[src/pcas_pkg.sv]
// Shared types and codes for the polygon angle sort block.
package pcas_pkg;

	localparam int QDEPTH = 4;

	localparam logic [1:0] CLS_LOW  = 2'd0;
	localparam logic [1:0] CLS_ZERO = 2'd1;
	localparam logic [1:0] CLS_UP   = 2'd2;
	localparam logic [1:0] CLS_PI   = 2'd3;

	typedef struct packed {
		logic last;
		logic store;
	} vflags_t;

	typedef struct packed {
		logic loading;
		logic emitting;
	} bstat_t;

	typedef enum logic [3:0] {
		B_LOAD,
		B_FI,
		B_WI,
		B_SCAN,
		B_DRAIN,
		B_E1,
		B_E2,
		B_E3,
		B_OUT
	} bst_t;

endpackage

[src/pcas_front.sv]
// Input side: accepts vertex transfers and marks each one stored or dropped.
module pcas_front #(
	parameter int MAX_VERTICES = 64,
	parameter int COORD_BITS   = 16
) (
	input  logic                         clk,
	input  logic                         arst_n,
	input  logic                         in_valid,
	output logic                         in_ready,
	input  logic signed [COORD_BITS-1:0] in_x,
	input  logic signed [COORD_BITS-1:0] in_y,
	input  logic                         in_last,
	output logic                         push,
	input  logic                         q_full,
	output logic [2*COORD_BITS+1:0]      push_data
);
	import pcas_pkg::*;

	localparam int CNTW = $clog2(MAX_VERTICES + 1);

	logic [CNTW-1:0] cnt_q;
	vflags_t         flg;

	assign in_ready = !q_full;
	assign push     = in_valid && !q_full;

	always_comb begin
		flg.last  = in_last;
		flg.store = cnt_q < CNTW'(MAX_VERTICES);
	end

	assign push_data = {flg, in_y, in_x};

	always_ff @(posedge clk or negedge arst_n) begin
		if (!arst_n) begin
			cnt_q <= '0;
		end else if (push) begin
			if (in_last) begin
				cnt_q <= '0;
			end else if (flg.store) begin
				cnt_q <= cnt_q + 1'b1;
			end
		end
	end

endmodule

[config.mk]
export PLATFORM = sky130hd
export DESIGN_NAME = pcas_front
export DESIGN_NICKNAME = d
export VERILOG_FILES = /design/src/pcas_pkg.sv /design/src/pcas_front.sv
export SDC_FILE = /design/constraint.sdc
export NUM_CORES = 1
export LEC_CHECK = 0
export BUFFER_PORTS_ARGS = -buffer_cell sky130_fd_sc_hd__buf_2
export CORE_MARGIN = 1.5
export CORE_UTILIZATION = 30
export CTS_CLUSTER_DIAMETER = 30
export DETAILED_ROUTE_END_ITERATION = 12
export GPL_TIMING_DRIVEN = 1
export HOLD_SLACK_MARGIN = 0.05
export MAX_ROUTING_LAYER = met4
export PLACE_DENSITY = 0.74
export SLEW_MARGIN = 15
export SYNTH_ARGS = -nofsm -noshare
export SYNTH_HDL_FRONTEND = slang
export SYNTH_SLANG_ARGS = --single-unit
[constraint.sdc]
create_clock -name clk -period 1.37 [get_ports clk]
set_input_delay 0 -clock clk [delete_from_list [all_inputs] [get_ports clk]]
set_output_delay 0 -clock clk [all_outputs]
set_load 0.1 [all_outputs]
==> impl_metrics.csv <==
group,metric,value,unit
status,status,"finished clean",
critical_path,reg2reg_from,"cnt_q[6]",
floorplanning,fp.dieW,49.8,µm
power,pwr_density_cell,1130,mW/mm²
sta,slew_headroom,33.8,%
synthesis,synth_nets,114,
synthesis,ys.flop_type,"dfrtp_1",
cells_and_area,nFillCells,205,
placement,port_buffers,8,
cells_and_area,area_growth,34.2,%
detailed_routing,route.vias.total,543,
clock_tree,cts.path.max_buffers,2,
synthesis,ys_seq_area_share,26.7,%
detailed_routing,first_pass_iters,2,
clock_tree,cts_max_level,1,
power,p_leak,0.379,nW
cells_and_area,reg_top3,"cnt_q: 7 flops",
critical_path,slowest_delay,490,ps
critical_path,critPathMaxFanout,8,
sta,fmax,747,MHz
synthesis,yosys.cell_count.top_type,"buf_4",
synthesis,synth.distinct_cells,20,
floorplanning,fp-row-count,16,
global_route,overflow,0,
sta,tightestPinTransition,989,ps
sta,finalMaxSlewViolations,0,
synthesis,synth_area_leader_cell,"buf_4",
synthesis,synthTopCellsByCount,"33 x buf_4, 7 x dfrtp_1, 5 x inv_1, 4 x a21oi_1, 4 x or4_1",
detailed_routing,wire_per_inst,11.4,µm
floorplanning,coreArea,0.00200,mm²
detailed_routing,viasPerCell,4.68,
critical_path,critPathSlowestCell,"or4_1",
detailed_routing,ant_nets,0,
global_route,gr-usage-all-layers,10.5,%
critical_path,critPathLaunchType,"flip-flop",
placement,dp_slack,17.1,ps
critical_path,critical_path_required,1560,ps
critical_path,crit_chain,"nor2b_4 -> buf_6 -> or4_1 -> a21oi_1",
cells_and_area,fin_util,43.9,%
global_route,grt_pass1_wl,1880,µm
sta,finalHoldViolations,0,
placement,hpwlAfterDp,768,µm
global_route,grt_pass1_vias,421,
cells_and_area,nNetsFinal,128,
sta,period_needed,1340,ps
global_route,grt_max_degree,14,
synthesis,synth_warnings,0,
synthesis,ys_async_sr_fraction,100,%
floorplanning,die_y,49.8,µm
cells_and_area,largest_register,"cnt_q",
sta,fin_skew,7.86,ps
cells_and_area,largest_reg_flops,7,
power,p_total,0.990,mW
clock_tree,cts_tree,"done",
placement,place_inst,77,
min_path,min_path_type,"input pin to async pin",
clock_tree,cts.sinks,7,
critical_path,critPathLaunch,"cnt_q[6]",
cells_and_area,drive_gt1_share,24.7,%
sta,setup_viol,0,
clock_tree,clkSlewWorstSetupHoldPaths,60,ps
clock_tree,numCtsBuffers,3,
synthesis,ys_ff_latch,7,
synthesis,synth-edff-count,0,
synthesis,syn_inst,76,
floorplanning,die_area,0.00248,mm²
cells_and_area,n_antenna_cell,0,
sta,worst_slack,30.8,ps
critical_path,crit_arrival,1520,ps
synthesis,synth_area,656,µm²
clock_tree,root_buffer,"clkbuf_4",
synthesis,synthTopCellsByArea,"buf_4 38%, dfrtp_1 27%, or4_1 4.6%",
detailed_routing,drt_iter0_markers,9,
global_route,antenna_found_initial,0,
synthesis,synth_top_area_share,37.8,%
sta,min_period_over_period,97.8,%
critical_path,endpoint_kind,"flip-flop",
clock_tree,clk_latency,260,ps
synthesis,syn_avg_cell_area,8.63,µm²
flow_run,max_cap_viol_count,0,
detailed_routing,drc,0,
critical_path,criticalPathCategory,"flip-flop to flip-flop",
cells_and_area,stdcell_count,116,
power,vdd_drop_max,0.555,mV
sta,rsz0062_at_grt,"true",
detailed_routing,wirelength,1330,µm
placement,routabilityCongestion,0.773,
floorplanning,pin_count,73,
floorplanning,initial_core_util,32.8,%
[layout by cell type, fill, tap and decap left out, drive strengths merged]
| cell | instances |
|---|---|
| mux2 | 1 |
| o41ai | 1 |
| nand3 | 2 |
| nor2 | 1 |
| and3b | 1 |
| o31ai | 3 |
| dlygate4sd3 | 34 |
| o21ai | 2 |
| clkbuf | 4 |
| nor2b | 2 |
| nand2 | 3 |
| dfrtp | 7 |
| buf | 11 |
| or4 | 4 |
| inv | 5 |
| nor4 | 1 |
| a21oi | 4 |
| or3 | 1 |
| ha | 1 |
| nand2b | 1 |
[cell families after synthesis]
kind of cell	Yosys count	share of synthesized area [%]
flip-flops	7	26.7
multiplexers	1	1.72
buffers and inverters	41	44.7
AND/OR/NAND/NOR	16	15.6
adder cells (fa/ha/maj)	1	1.91
AO/OA/AOI/OAI	10	9.35
[area by class of cell]
| class | instances | area (µm²) | area share (%) |
|---|---|---|---|
| clock buffer | 4 | 26.3 | 2.99 |
| tap | 27 | 33.8 | 3.84 |
| inverter | 5 | 18.8 | 2.13 |
| sequential | 7 | 175 | 19.9 |
| timing repair buffer | 45 | 409 | 46.5 |
| multi-input combinational | 28 | 216 | 24.6 |
[stage by stage]
stage	hold WS [ps]	TNS (ps)	area, µm²
floorplan	-296	0	656
global placement	-157	0	470
detailed placement	-153	0	470
CTS	101	0	845
global route	131	-14.7	880
finish	108	0	880
[final timing paths]
check                           slack [ps]  endpoint  cells after the start
worst max-delay path                    30  cnt_q[2]                      4
worst min-delay path                   110  cnt_q[3]                      2
worst max register to register          30  cnt_q[2]                      4
worst min register to register         560  cnt_q[1]                      2
max in group asynchronous             1090  cnt_q[5]                      2
min in group clk                       110  cnt_q[1]                      3
[power by group]
| part | internal, mW | switching, mW | total (mW) |
|---|---|---|---|
| clock | 0.112 | 0.0824 | 0.194 |
| combinational | 0.101 | 0.455 | 0.556 |
| sequential | 0.224 | 0.0163 | 0.241 |
| total | 0.437 | 0.553 | 0.990 |
[layer usage]
layer	up-vias	part of all wire (%)	global-route usage (%)
met5	-	0	-
met4	0	0	0
li1	244	-	-
met3	0	13	6.67
met1	255	36	11.9
met2	44	51	16.7
[worst max-delay path: cells and delay by family, from the launching register on]
kind | cells | cell delay [ps]
buffers and inverters | 1 | 110
DFF | 1 | 370
AOI/OAI and AO/OA | 1 | 140
and+or+nand+nor | 2 | 650
[timing repair]
action | 4_1_cts | 5_1_grt
hold buffers | 34 | 0
setup endpoints to repair | 1 | 4
resized for setup | 0 | 9
endpoints found under the hold margin | 40 | 0
setup buffers | 1 | 0
pin swaps | 0 | 4
Power figures use the tool's default switching activity.
