$ cat src/pcas_pkg.sv
// Shared types and codes for the polygon angle sort block.
package pcas_pkg;

	localparam int QDEPTH = 4;

	localparam logic [1:0] CLS_LOW  = 2'd0;
	localparam logic [1:0] CLS_ZERO = 2'd1;
	localparam logic [1:0] CLS_UP   = 2'd2;
	localparam logic [1:0] CLS_PI   = 2'd3;

	typedef struct packed {
		logic last;
		logic store;
	} vflags_t;

	typedef struct packed {
		logic loading;
		logic emitting;
	} bstat_t;

	typedef enum logic [3:0] {
		B_LOAD,
		B_FI,
		B_WI,
		B_SCAN,
		B_DRAIN,
		B_E1,
		B_E2,
		B_E3,
		B_OUT
	} bst_t;

endpackage

$ cat src/pcas_fifo.sv
// Short queue between the input side and the sort engine.
module pcas_fifo #(
	parameter int W = 34
) (
	input  logic         clk,
	input  logic         arst_n,
	input  logic         push,
	input  logic [W-1:0] push_data,
	output logic         full,
	input  logic         pop,
	output logic         not_empty,
	output logic [W-1:0] pop_data
);
	import pcas_pkg::*;

	localparam int PW = $clog2(QDEPTH);

	logic [W-1:0]  mem_q [QDEPTH];
	logic [PW-1:0] wp_q;
	logic [PW-1:0] rp_q;
	logic [PW:0]   cnt_q;

	assign full      = cnt_q == (PW+1)'(QDEPTH);
	assign not_empty = cnt_q != '0;
	assign pop_data  = mem_q[rp_q];

	always_ff @(posedge clk) begin
		if (push && !full) begin
			mem_q[wp_q] <= push_data;
		end
	end

	always_ff @(posedge clk or negedge arst_n) begin
		if (!arst_n) begin
			wp_q  <= '0;
			rp_q  <= '0;
			cnt_q <= '0;
		end else begin
			if (push && !full) begin
				wp_q <= wp_q + 1'b1;
			end
			if (pop && not_empty) begin
				rp_q <= rp_q + 1'b1;
			end
			cnt_q <= cnt_q + (PW+1)'(push && !full) - (PW+1)'(pop && not_empty);
		end
	end

endmodule

$ cat config.mk
export PLATFORM = sky130hd
export DESIGN_NAME = pcas_fifo
export DESIGN_NICKNAME = d
export VERILOG_FILES = /design/src/pcas_pkg.sv /design/src/pcas_fifo.sv
export SDC_FILE = /design/constraint.sdc
export NUM_CORES = 1
export LEC_CHECK = 0
export BUFFER_PORTS_ARGS = -buffer_cell sky130_fd_sc_hd__clkbuf_2
export CAP_MARGIN = 20
export CORE_UTILIZATION = 35
export CTS_CLUSTER_SIZE = 8
export DETAILED_ROUTE_END_ITERATION = 6
export MAX_ROUTING_LAYER = met4
export PLACE_DENSITY = 0.5
export SLEW_MARGIN = 20
export SYNTH_ARGS = -nofsm -noshare
export SYNTH_HDL_FRONTEND = slang
export SYNTH_SLANG_ARGS = --single-unit
$ cat constraint.sdc
create_clock -name clk -period 3.1 [get_ports clk]
set_input_delay 0 -clock clk [delete_from_list [all_inputs] [get_ports clk]]
set_output_delay 0 -clock clk [all_outputs]
set_load 0.005 [all_outputs]
==> run summary <==
DIE
--------------------------------------------------------------------------------------
Die Span Y                                                                      127 um
I/O Pins                                                                            74
Effective utilization at floorplan                                               0.358
Die area                                                                     16000 um2
Standard-cell row count                                                             45
Area of the core region                                                      15100 um2
X dimension of the die                                                          127 um

TIMING
--------------------------------------------------------------------------------------
Setup TNS after final layout                                                      0 ns
Number of pins exceeding their max-slew limit in the final report                    0
Final worst path period share                                                    0.738
Worst slew margin relative to its limit                                          0.363
Final Hold Violating Endpoints                                                       0
Number of setup violations in the final report                                       0
Transition time at the pin with the least slew margin                         0.955 ns
Unrepaired setup endpoints after global routing                                     no
Setup skew after layout                                                     0.00400 ns
Maximum operating frequency                                                    437 MHz
Clock period minus worst slack                                                 2.29 ns

CRITICAL PATH
--------------------------------------------------------------------------------------
Cells traversed along the worst timing path                               nor3b_2, nand2b_1, ha_1, inv_1, ha_1, inv_1, fa_1, xnor2_1, xnor2_1
Crit end category                                                                 flop
Cell at the slowest stage of the critical path                            sky130_fd_sc_hd__dfrtp_1
Register-to-register setup slack                                               0.81 ns
Data required time at the worst endpoint                                       3.39 ns
Class of the most critical setup path                                       reg -> reg
Kind of cell adding the most delay to the critical path                    adder cells
Crit path arrival time                                                         2.58 ns
Maximum cell stage delay along the critical path                               0.48 ns
Worst-path maximum fanout                                                            8
Worst path buffer plus inverter count                                                2
Critical path launch point type                                                   flop

JOB
--------------------------------------------------------------------------------------
Count of max-cap constraint violations                                               0

CLOCK TREE
--------------------------------------------------------------------------------------
Latest clock arrival within the worst-skew pair                                0.42 ns
Total CTS buffers                                                                   17
Register clock-pin slew on the reported worst setup and hold paths             0.05 ns
Number of levels in the clock H-tree                                                 4
Buffer type at the clock tree root                                        sky130_fd_sc_hd__clkbuf_16
Post-cts hold buffer count                                                          38
Clk sink count                                                                     143
Buffers from clock root to sink, at most                                             2
TritonCTS clock tree                                                               yes
Buffer count from post-CTS setup fixing                                              0
CTS-repair resized insts                                                             0

SYNTHESIS
--------------------------------------------------------------------------------------
Post-synthesis area per instance                                              24.9 um2
Mapped Area                                                                   5430 um2
Number of distinct standard cells referenced by the synthesized netlist             21
Yosys warning total                                                                  0
Fraction of synthesized cell area taken by the top area cell type                0.753
Part of the Yosys area used for sequential elements                              0.785
Number of instances in the synthesized netlist                                     218
Yosys top cell by area                                                    sky130_fd_sc_hd__edfxtp_1
Register bit count reported by yosys                                               143
Post-synthesis net count                                                           263
Cells taking the most area after synthesis                                sky130_fd_sc_hd__edfxtp_1 75%, sky130_fd_sc_hd__mux4_2 12%, sky130_fd_sc_hd__dfrtp_1 3.2%, sky130_fd_sc_hd__mux4_1 2.9%, sky130_fd_sc_hd__ha_1 1.4%

PWR
--------------------------------------------------------------------------------------
Part of the total power dissipated in combinational logic                        0.249
Switching share of power                                                         0.272
Maximum VDD drop                                                            0.000434 V
Power Dens Cells                                                            895 nW/um2
Tot Pwr                                                                      0.00616 W
Net switching power figure                                                   0.00168 W
Cell leakage power                                                             2.46 nW
Pint                                                                         0.00448 W
Share of power burned in the clock network                                       0.287
Fraction of power consumed by sequential logic                                   0.463

GLOBAL ROUTING
--------------------------------------------------------------------------------------
Gr ovfl total                                                                        0
Grt met2 use                                                                     0.210
Tot GR Track Use                                                                 0.139
Antenna violations before repair                                                     0
Vias in the first global route                                                    2800
Global route hottest layer                                                        met2
Met1 usage                                                                       0.171
Maximum number of pins on one net before global-route repair                        36
Global-route wire length before repair                                         15.4 mm
Met3 Usage GRT                                                                  0.0439

DETAILED ROUTING
--------------------------------------------------------------------------------------
Total Routed Length                                                            9.76 mm
Starting DRT DRC Count                                                             232
DRC violation count after routing                                                    0
Vias per std cell                                                                 4.78
Final routed wire length divided by cell count                                 17.8 um
Antenna violation net count after detailed routing                                   0
Count of TritonRoute iterations in the first routing pass                            4
Via Count                                                                         2614

FINAL LAYOUT
--------------------------------------------------------------------------------------
Final nets                                                                         392
Layout cell share with drive strength beyond 1                                   0.384
Synthesis-to-layout area growth                                                  26.9%
Total non-filler cell area in the finished layout                             6890 um2
Area of the multi-input gates                                                 1060 um2
Commonest cells after routing, fill and taps aside                        136 x sky130_fd_sc_hd__edfxtp_1, 73 x sky130_fd_sc_hd__clkbuf_2, 38 x sky130_fd_sc_hd__dlygate4sd3_1, 28 x sky130_fd_sc_hd__mux4_2, 17 x sky130_fd_sc_hd__clkbuf_16
Commonest non-fill, non-tap cell in the layout                            sky130_fd_sc_hd__edfxtp_1
Sequential cell area                                                          4260 um2
Number of filler instances in the final layout                                    1319
Antenna diode instance count                                                         0

PLACE
--------------------------------------------------------------------------------------
Final HPWL DP                                                                  5.76 mm
Post-DP Area                                                                  5990 um2
RD Place Congestion                                                              0.725
Port-buffer cells                                                                   73

RUN STATUS
--------------------------------------------------------------------------------------
Result of the run                                                            completed

MIN PATH
--------------------------------------------------------------------------------------
Hold crit path type                                                          in -> reg

-- state kept, by name (all words and copies together) (netlist names) --
| name | count |
|---|---|
| mem_q | 136 |
| cnt_q | 3 |
| rp_q | 2 |
| wp_q | 2 |
-- area by class of cell --
cell class,count,share of cell area
tap,188,0.0342
multi-input combinational,62,0.154
sequential,143,0.619
clock inverter,12,0.0113
timing repair buffer,118,0.116
inverter,5,0.00273
clock buffer,19,0.0629
-- metal layers --
metal  vias up  share of wire
met4         0          0.022
met2        60           0.48
li1       1188              -
met3        15          0.045
met5         -              0
met1      1351           0.45
-- cells in the mapped netlist --
cell,instances
sky130_fd_sc_hd__and3b_1,4
sky130_fd_sc_hd__buf_12,3
sky130_fd_sc_hd__buf_2,4
sky130_fd_sc_hd__buf_6,1
sky130_fd_sc_hd__dfrtp_1,7
sky130_fd_sc_hd__edfxtp_1,136
sky130_fd_sc_hd__fa_1,1
sky130_fd_sc_hd__ha_1,6
sky130_fd_sc_hd__inv_1,5
sky130_fd_sc_hd__mux4_1,6
sky130_fd_sc_hd__mux4_2,28
sky130_fd_sc_hd__nand2_1,1
sky130_fd_sc_hd__nand2b_1,4
sky130_fd_sc_hd__nand4bb_1,2
sky130_fd_sc_hd__nor3b_2,1
sky130_fd_sc_hd__o211ai_1,2
sky130_fd_sc_hd__o311ai_0,1
sky130_fd_sc_hd__o31a_1,1
sky130_fd_sc_hd__or3_1,1
sky130_fd_sc_hd__xnor2_1,3
sky130_fd_sc_hd__xor2_1,1
-- power by group through the flow --
stage / logic, W / clock network (W) / registers [W]
final: 0.00154 / 0.00177 / 0.00286
after global routing: 0.00169 / 0.00189 / 0.00292
after CTS: 0.00159 / 0.00182 / 0.00288
after detailed placement: 0.00155 / 0 / 0.00291
after global placement: 0.00154 / 0 / 0.00290
after floorplan: 0.00115 / 0 / 0.00269
-- stage by stage --
stage / cells / worst slack (ns) / hold slack, ns / utilization
2_1_floorplan: 218 / 0.975 / -0.296 / -
3_5_place_dp: 478 / 0.804 / -0.140 / 0.396
5_1_grt: 547 / 0.647 / 0.342 / 0.455
3_3_place_gp: 478 / 0.839 / -0.145 / 0.396
4_1_cts: 547 / 0.771 / 0.321 / 0.455
6_report: 547 / 0.811 / 0.337 / 0.455
-- path summary, 6_finish.rpt --
kind	cells after the start	end	start
worst min-delay path	2	mem_q[2][28]$_DFFE_PP_	push_data[28]
max in group asynchronous	3	rp_q[0]$_DFFE_PN0P_	arst_n
worst max-delay path	9	cnt_q[2]$_DFF_PN0_	cnt_q[1]$_DFF_PN0_
worst max register to register	9	cnt_q[2]$_DFF_PN0_	cnt_q[1]$_DFF_PN0_
min in group asynchronous	3	cnt_q[0]$_DFF_PN0_	arst_n
worst min register to register	2	wp_q[1]$_DFFE_PN0P_	wp_q[1]$_DFFE_PN0P_
-- logic make-up after synthesis --
group,after synthesis,share of synthesized area
AO/OA/AOI/OAI,4,0.00600
XOR/XNOR,4,0.00646
adder cells (fa/ha/maj),7,0.0175
buffers and inverters,13,0.0203
flip-flops,143,0.785
multiplexers,34,0.145
AND/OR/NAND/NOR,13,0.0194
(Power assumes the default switching activity.)
